--- src/rtl/core/ektp_pkg.sv ---
`default_nettype none

package ektp_pkg;

  // Parser phase, one-hot
  typedef enum logic [5:0] {
    PH_PFX0 = 6'b000001,
    PH_PFX1 = 6'b000010,
    PH_BODY = 6'b000100,
    PH_ESC  = 6'b001000,
    PH_TS   = 6'b010000,
    PH_ERR  = 6'b100000
  } phase_t;

  // Status codes of the final result
  localparam logic [2:0] ST_OK     = 3'd0;
  localparam logic [2:0] ST_PREFIX = 3'd1;
  localparam logic [2:0] ST_ESCAPE = 3'd2;
  localparam logic [2:0] ST_NOTERM = 3'd3;
  localparam logic [2:0] ST_TSLEN  = 3'd4;

  // Result kinds
  localparam logic KIND_KEY    = 1'b0;
  localparam logic KIND_STATUS = 1'b1;

  // Escape bytes
  localparam logic [7:0] BYTE_ESC     = 8'h00;
  localparam logic [7:0] BYTE_END     = 8'h01;
  localparam logic [7:0] BYTE_ESCZERO = 8'hFF;

  // Timestamp length and the saturated "too many" count
  localparam logic [3:0] TS_BYTES = 4'd8;
  localparam logic [3:0] TS_OVER  = 4'd9;

  // Register map: index taken from paddr[2]
  localparam logic REG_WRITE_PREFIX = 1'b0;

  // One result request
  typedef struct packed {
    logic        kind;
    logic [7:0]  key_byte;
    logic [2:0]  status;
    logic [63:0] timestamp;
  } result_t;

endpackage

`default_nettype wire

--- src/rtl/core/escaped_key_timestamp_parser_core.sv ---
// A byte's result (if any) is registered in out_r, or in the skid entry while out_r is held, and shows on out_*.
// Throughput: one byte per cycle while the skid entry is empty; the whole phase update is one registered step.
// A register plus a skid entry on the result side keep in_ready high while the skid entry is empty.
// Reset (rst_n low, synchronous): parser back to the first prefix byte, prefix cleared
// to zero, no result pending.
`default_nettype none

module escaped_key_timestamp_parser_core (
  input  wire logic        clk,
  input  wire logic        rst_n,
  // input channel
  input  wire logic        in_valid,
  output logic             in_ready,
  input  wire logic [7:0]  in_byte,
  input  wire logic        in_last,
  // result channel
  output logic             out_valid,
  input  wire logic        out_ready,
  output logic             out_kind,
  output logic [7:0]       out_key_byte,
  output logic [2:0]       out_status,
  output logic [63:0]      out_timestamp,
  // configuration
  input  wire logic        psel,
  input  wire logic        penable,
  input  wire logic        pwrite,
  input  wire logic [2:0]  paddr,
  input  wire logic [31:0] pwdata,
  output logic [31:0]      prdata,
  output logic             pready
);

  ektp_pkg::phase_t  phase_r, phase_nxt, phase_upd;
  logic [3:0]        ts_count_r, ts_count_nxt, ts_count_upd;
  logic [63:0]       ts_accum_r, ts_accum_nxt, ts_accum_upd;
  logic [2:0]        error_code_r, error_code_nxt, error_code_upd;
  logic [15:0]       prefix_r;

  ektp_pkg::result_t res;
  logic              emit;
  logic              accept;
  logic              out_valid_r, skid_valid_r;
  ektp_pkg::result_t out_r, skid_r;

  // Configuration port
  assign pready = 1'b1;
  assign prdata = (paddr[2] == ektp_pkg::REG_WRITE_PREFIX) ? {16'b0, prefix_r} : 32'b0;

  always_ff @(posedge clk) begin
    if (!rst_n) begin
      prefix_r <= 16'b0;
    end else if (psel && penable && pwrite && pready &&
                 paddr[2] == ektp_pkg::REG_WRITE_PREFIX) begin
      prefix_r <= pwdata[15:0];
    end
  end

  assign accept = in_valid && in_ready;

  // Phase update for one byte
  always_comb begin
    phase_upd      = phase_r;
    ts_count_upd   = ts_count_r;
    ts_accum_upd   = ts_accum_r;
    error_code_upd = error_code_r;
    emit           = 1'b0;
    res            = '0;
    case (phase_r)
      ektp_pkg::PH_PFX0: begin
        if (in_byte != prefix_r[15:8]) begin
          phase_upd      = ektp_pkg::PH_ERR;
          error_code_upd = ektp_pkg::ST_PREFIX;
        end else begin
          phase_upd = ektp_pkg::PH_PFX1;
        end
      end
      ektp_pkg::PH_PFX1: begin
        if (in_byte != prefix_r[7:0]) begin
          phase_upd      = ektp_pkg::PH_ERR;
          error_code_upd = ektp_pkg::ST_PREFIX;
        end else begin
          phase_upd = ektp_pkg::PH_BODY;
        end
      end
      ektp_pkg::PH_BODY: begin
        if (in_byte == ektp_pkg::BYTE_ESC) begin
          phase_upd = ektp_pkg::PH_ESC;
        end else begin
          emit         = 1'b1;
          res.key_byte = in_byte;
        end
      end
      ektp_pkg::PH_ESC: begin
        if (in_byte == ektp_pkg::BYTE_END) begin
          phase_upd    = ektp_pkg::PH_TS;
          ts_count_upd = 4'd0;
          ts_accum_upd = 64'd0;
        end else if (in_byte == ektp_pkg::BYTE_ESCZERO) begin
          emit      = 1'b1;
          phase_upd = ektp_pkg::PH_BODY;
        end else begin
          phase_upd      = ektp_pkg::PH_ERR;
          error_code_upd = ektp_pkg::ST_ESCAPE;
        end
      end
      ektp_pkg::PH_TS: begin
        if (ts_count_r < ektp_pkg::TS_BYTES) begin
          ts_accum_upd = {ts_accum_r[55:0], in_byte};
          ts_count_upd = ts_count_r + 4'd1;
        end else begin
          ts_count_upd = ektp_pkg::TS_OVER;
        end
      end
      ektp_pkg::PH_ERR: begin
      end
      default: begin
        phase_upd      = ektp_pkg::PH_ERR;
        error_code_upd = ektp_pkg::ST_PREFIX;
      end
    endcase

    // Final byte: status result replaces any key byte
    if (in_last) begin
      emit         = 1'b1;
      res.kind     = ektp_pkg::KIND_STATUS;
      res.key_byte = 8'd0;
      case (phase_upd)
        ektp_pkg::PH_PFX0, ektp_pkg::PH_PFX1: res.status = ektp_pkg::ST_PREFIX;
        ektp_pkg::PH_BODY, ektp_pkg::PH_ESC:  res.status = ektp_pkg::ST_NOTERM;
        ektp_pkg::PH_TS: begin
          if (ts_count_upd == ektp_pkg::TS_BYTES) begin
            res.status    = ektp_pkg::ST_OK;
            res.timestamp = ~ts_accum_upd;
          end else begin
            res.status = ektp_pkg::ST_TSLEN;
          end
        end
        default: res.status = error_code_upd;
      endcase
    end
  end

  // Restart after the final byte
  always_comb begin
    phase_nxt      = phase_upd;
    ts_count_nxt   = ts_count_upd;
    ts_accum_nxt   = ts_accum_upd;
    error_code_nxt = error_code_upd;
    if (in_last) begin
      phase_nxt      = ektp_pkg::PH_PFX0;
      ts_count_nxt   = 4'd0;
      ts_accum_nxt   = 64'd0;
      error_code_nxt = ektp_pkg::ST_OK;
    end
  end

  always_ff @(posedge clk) begin
    if (!rst_n) begin
      phase_r      <= ektp_pkg::PH_PFX0;
      ts_count_r   <= 4'd0;
      ts_accum_r   <= 64'd0;
      error_code_r <= ektp_pkg::ST_OK;
    end else if (accept) begin
      phase_r      <= phase_nxt;
      ts_count_r   <= ts_count_nxt;
      ts_accum_r   <= ts_accum_nxt;
      error_code_r <= error_code_nxt;
    end
  end

  // Result register with one skid entry
  assign in_ready = !skid_valid_r;

  always_ff @(posedge clk) begin
    if (!rst_n) begin
      out_valid_r  <= 1'b0;
      skid_valid_r <= 1'b0;
    end else begin
      if (out_valid_r && out_ready) begin
        out_valid_r  <= skid_valid_r || (accept && emit);
        skid_valid_r <= 1'b0;
      end else if (accept && emit) begin
        out_valid_r  <= 1'b1;
        skid_valid_r <= out_valid_r;
      end
    end
  end

  always_ff @(posedge clk) begin
    if (out_valid_r && out_ready) begin
      if (skid_valid_r) begin
        out_r <= skid_r;
      end else if (accept && emit) begin
        out_r <= res;
      end
    end else if (accept && emit) begin
      if (out_valid_r) begin
        skid_r <= res;
      end else begin
        out_r <= res;
      end
    end
  end

  assign out_valid     = out_valid_r;
  assign out_kind      = out_r.kind;
  assign out_key_byte  = out_r.key_byte;
  assign out_status    = out_r.status;
  assign out_timestamp = out_r.timestamp;

  // Checks
  a_skid_behind_out: assert property (@(posedge clk) disable iff (!rst_n)
    skid_valid_r |-> out_valid_r)
    else $error("skid entry held without a result in the output register");

  a_last_gives_result: assert property (@(posedge clk) disable iff (!rst_n)
    (accept && in_last) |=> out_valid_r)
    else $error("final byte produced no status result");

  a_last_restarts: assert property (@(posedge clk) disable iff (!rst_n)
    (accept && in_last) |=> (phase_r == ektp_pkg::PH_PFX0 && error_code_r == ektp_pkg::ST_OK))
    else $error("parser did not restart after the final byte");

  a_key_result_clean: assert property (@(posedge clk) disable iff (!rst_n)
    (out_valid_r && out_kind == ektp_pkg::KIND_KEY) |->
      (out_status == ektp_pkg::ST_OK && out_timestamp == 64'd0))
    else $error("key byte result carries status or timestamp");

endmodule

`default_nettype wire
--- config.mk ---
export PLATFORM = sky130hd
export DESIGN_NAME = escaped_key_timestamp_parser_core
export DESIGN_NICKNAME = d
export VERILOG_FILES = /design/src/rtl/core/ektp_pkg.sv /design/src/rtl/core/escaped_key_timestamp_parser_core.sv
export SDC_FILE = /design/constraint.sdc
export NUM_CORES = 1
export LEC_CHECK = 0
export ABC_AREA = 1
export BUFFER_PORTS_ARGS = -buffer_cell sky130_fd_sc_hd__buf_2
export CORE_UTILIZATION = 40
export CTS_CLUSTER_DIAMETER = 40
export DETAILED_ROUTE_END_ITERATION = 10
export SLEW_MARGIN = 20
export SYNTH_ARGS = -nofsm -noshare
export SYNTH_HDL_FRONTEND = slang
export SYNTH_SLANG_ARGS = --single-unit
--- constraint.sdc ---
create_clock -name clk -period 6.35 [get_ports clk]
set_clock_uncertainty 0.15 [all_clocks]
set_input_delay 0.9525 -clock clk [delete_from_list [all_inputs] [get_ports clk]]
set_output_delay 0.9525 -clock clk [all_outputs]
set_load 0.02 [all_outputs]
==> flow_summary.ini <==
[global_routing]
grt_pass1_vias = 9204
overflow = 0
grt.total_usage_pct = 17.4
grt_max_degree = 78
grt_pass1_wl_um = 46500
antenna_found_initial = 0

[synth]
synth-async-reset-ratio_pct = 0
yosysWarnings = 0
syn_inst = 1471
yosysUniqueCellTypes = 30
synth_ff_type = edfxtp_1
yosys_register_bits = 247
ys_seq_area_share_pct = 51.2
syn_area_per_cell_um2 = 8.59
syn-cell-area_um2 = 12600
synth_edf_count = 152

[timing]
fin_tns_setup_ns = 0
setup_violations = 0
min_period_ns = 3.45
fmax_mhz = 290
final_max_slew_viol_count = 0
hold_violations = 0
setup_ws_ns = 2.90
rsz0062_at_grt = no
period_share_pct = 54.3
hold_ws_ns = 0.316
slew_headroom_pct = 32.0
worst_slew_pin_slew_ns = 1.02

[detailed_routing]
wire_per_inst_um = 13.9
drcViolationCount = 3
drt_iter0_drc = 600
viasPerCell = 4.84
drt_pass1_iterations = 11
drt_wl_total_um = 27400
detail-route-antenna-nets = 0
vias = 9554

[floorplanning]
die-width_um = 180
core_um2 = 30800
pin_count = 162
die_area_um2 = 32300
die_h_um = 180
start_util_pct = 41.0
rows = 64

[setup_path]
path_cells = nor2_2, nand2_2, nor2_2, a21oi_1, nand2_1, nand3_1, nor2_4, buf_4
cpPeakStageDelay_ns = 0.71
critPathArrivalTime_ns = 3.43
worst_path_most_repeated_cell = nor2_2
r2r_cells = 8
cp.required_ns = 6.34
critical-path-slowest-cell = buf_4
reg2reg_from = phase_r[5]$_SDFFE_PN0P_
crit_path_max_fanout = 50
start_kind = register
r2r_end = skid_r[33]$_DFFE_PP_
worstSetupEndpointType = register
reg2reg_slack_ns = 2.90
critPathKind = register to register

[place]
place_ws_ns = 2.34
place.gp.congestion = 0.845
dp_hpwl_um = 16700
place_area_um2 = 13300
portBuffers = 126
placed_cells_incl_taps = 1907

[clocking]
cts_inserted_buffers = 37
path_clk_slew_ns = 0.05
cts.sinks = 247
post_cts_resized = 0
hold_buffers = 0
htreeDepth = 2
cts_setup_buffers = 0
clock_latency_ns = 0.51
cts_buffer_depth = 3
cts_tree = done
cts_root_buffer = clkbuf_16

[layout]
fin_nets = 1602
instances_no_fill = 1974
areaGrowthSynthToFinish_pct = 15.0
fillers = 2942
n_antenna_cell = 0
fin_util_pct = 47.1
final_cell_area_um2 = 14500
drive_gt1_share_pct = 22.0

[power_and_ir_drop]
switching_share_pct = 24.4
internal-power_mw = 2.91
vdd_drop_max_v = 0.000159
power.share.clock_pct = 50.3
total_power_mw = 3.85
seqPwrFrac_pct = 45.1
power_frac_comb_pct = 4.6
p_switching_uw = 940
p_leak_nw = 5.23
pwr_density_cell_nw_per_um2 = 265

[min_path]
min_path_type = register to register
holdPathStages = 2
hp-start = ts_accum_r[62]$_SDFFE_PN0P_
min_to = ts_accum_r[62]$_SDFFE_PN0P_

[run_status]
violations = design-rule violations
outcome = finished, violations left

[run]
max-cap-violations = 0
[sequential cells by signal (all words and copies together) (netlist names), 3 cells and up]
name,count
skid_r,76
out_timestamp,64
ts_accum_r,64
prefix_r,16
out_key_byte,8
phase_r,6
ts_count_r,4
error_code_r,3
out_status,3
[logic make-up (layout without fill, tap and decap cells)]
| group | after synthesis | count (layout) | synth area share (%) |
|---|---|---|---|
| compound gates | 320 | 320 | 15.8 |
| flops | 247 | 247 | 51.2 |
| xor+xnor | 12 | 12 | 0.832 |
| fa+ha+maj | 1 | 1 | 0.0990 |
| other cells | 2 | 17 | 0.0594 |
| buf+inv | 344 | 436 | 11.9 |
| simple gates | 545 | 545 | 20.2 |
[critical path, delay by kind of cell (launching register included)]
| family | cells | cell delay [ns] |
|---|---|---|
| buf+inv | 1 | 0.71 |
| simple gates | 6 | 1.63 |
| flops | 1 | 0.36 |
| compound gates | 1 | 0.19 |
[layer usage]
metal | vias to the layer above | part of all wire [%] | GRT usage [%]
li1 | 4926 | - | -
met1 | 4375 | 48 | 23.2
met2 | 207 | 45 | 28.8
met3 | 46 | 4.2 | 2.98
met4 | 0 | 2.2 | 5.10
met5 | - | 0 | 0
[cell type report]
cell class / count / area (um^2) / share of cell area, %
clock buffer: 38 / 930 / 6.40
clock inverter: 29 / 258 / 1.77
inverter: 232 / 876 / 6.03
multi-input combinational: 895 / 4760 / 32.8
sequential: 247 / 6470 / 44.5
tap: 396 / 495 / 3.41
timing repair buffer: 137 / 733 / 5.05
[cells in the mapped netlist, drive strengths merged (2+ instances only)]
cell,count,share of area [%]
buf,56,3.3
dfxtp,95,15
nand4,9,0.45
xnor2,11,0.76
conb,2,0.059
o21ai,90,3.6
edfxtp,152,36
nand3,101,6.5
o21bai,6,0.36
o211ai,56,3.3
nor2,129,4.1
inv,232,6.9
clkbuf,56,1.7
a21o,2,0.12
a21oi,164,8.3
nand2,306,9.1
[cell usage in the layout, fill, tap and decap left out, types with 9 or more instances in the layout]
cell type  instances
a21oi_1          103
a21oi_2           60
buf_2            126
buf_4             10
clkbuf_16         37
conb_1            17
dfxtp_1           94
edfxtp_1         152
inv_1            226
inv_6             11
nand2_1          301
nand3_1           38
nand3_2           63
nand4_1            9
nor2_1           120
o211ai_1          56
o21ai_0           90
xnor2_1           11
[worst max-delay path by stage]
stage,from,to,depth (start not counted)
6_report,phase_r[5]$_SDFFE_PN0P_,skid_r[33]$_DFFE_PP_,8
5_1_grt,phase_r[5]$_SDFFE_PN0P_,skid_r[38]$_DFFE_PP_,8
4_1_cts,phase_r[5]$_SDFFE_PN0P_,skid_r[33]$_DFFE_PP_,8
3_5_place_dp,in_valid,skid_r[33]$_DFFE_PP_,7
3_3_place_gp,in_valid,skid_r[34]$_DFFE_PP_,7
2_1_floorplan,in_byte[0],out_key_byte[0]$_DFFE_PP_,9
[power by group through the flow]
| stage | Clock [mW] | Sequential [mW] | Combinational [mW] |
|---|---|---|---|
| 6_report | 1.94 | 1.74 | 0.179 |
| 5_1_grt | 2.05 | 1.74 | 0.196 |
| 4_1_cts | 1.98 | 1.74 | 0.180 |
| 3_5_place_dp | 0 | 1.77 | 0.180 |
| 3_3_place_gp | 0 | 1.77 | 0.180 |
| 2_1_floorplan | 0 | 1.80 | 0.100 |
Note: power is estimated with default switching activity, not from simulation.
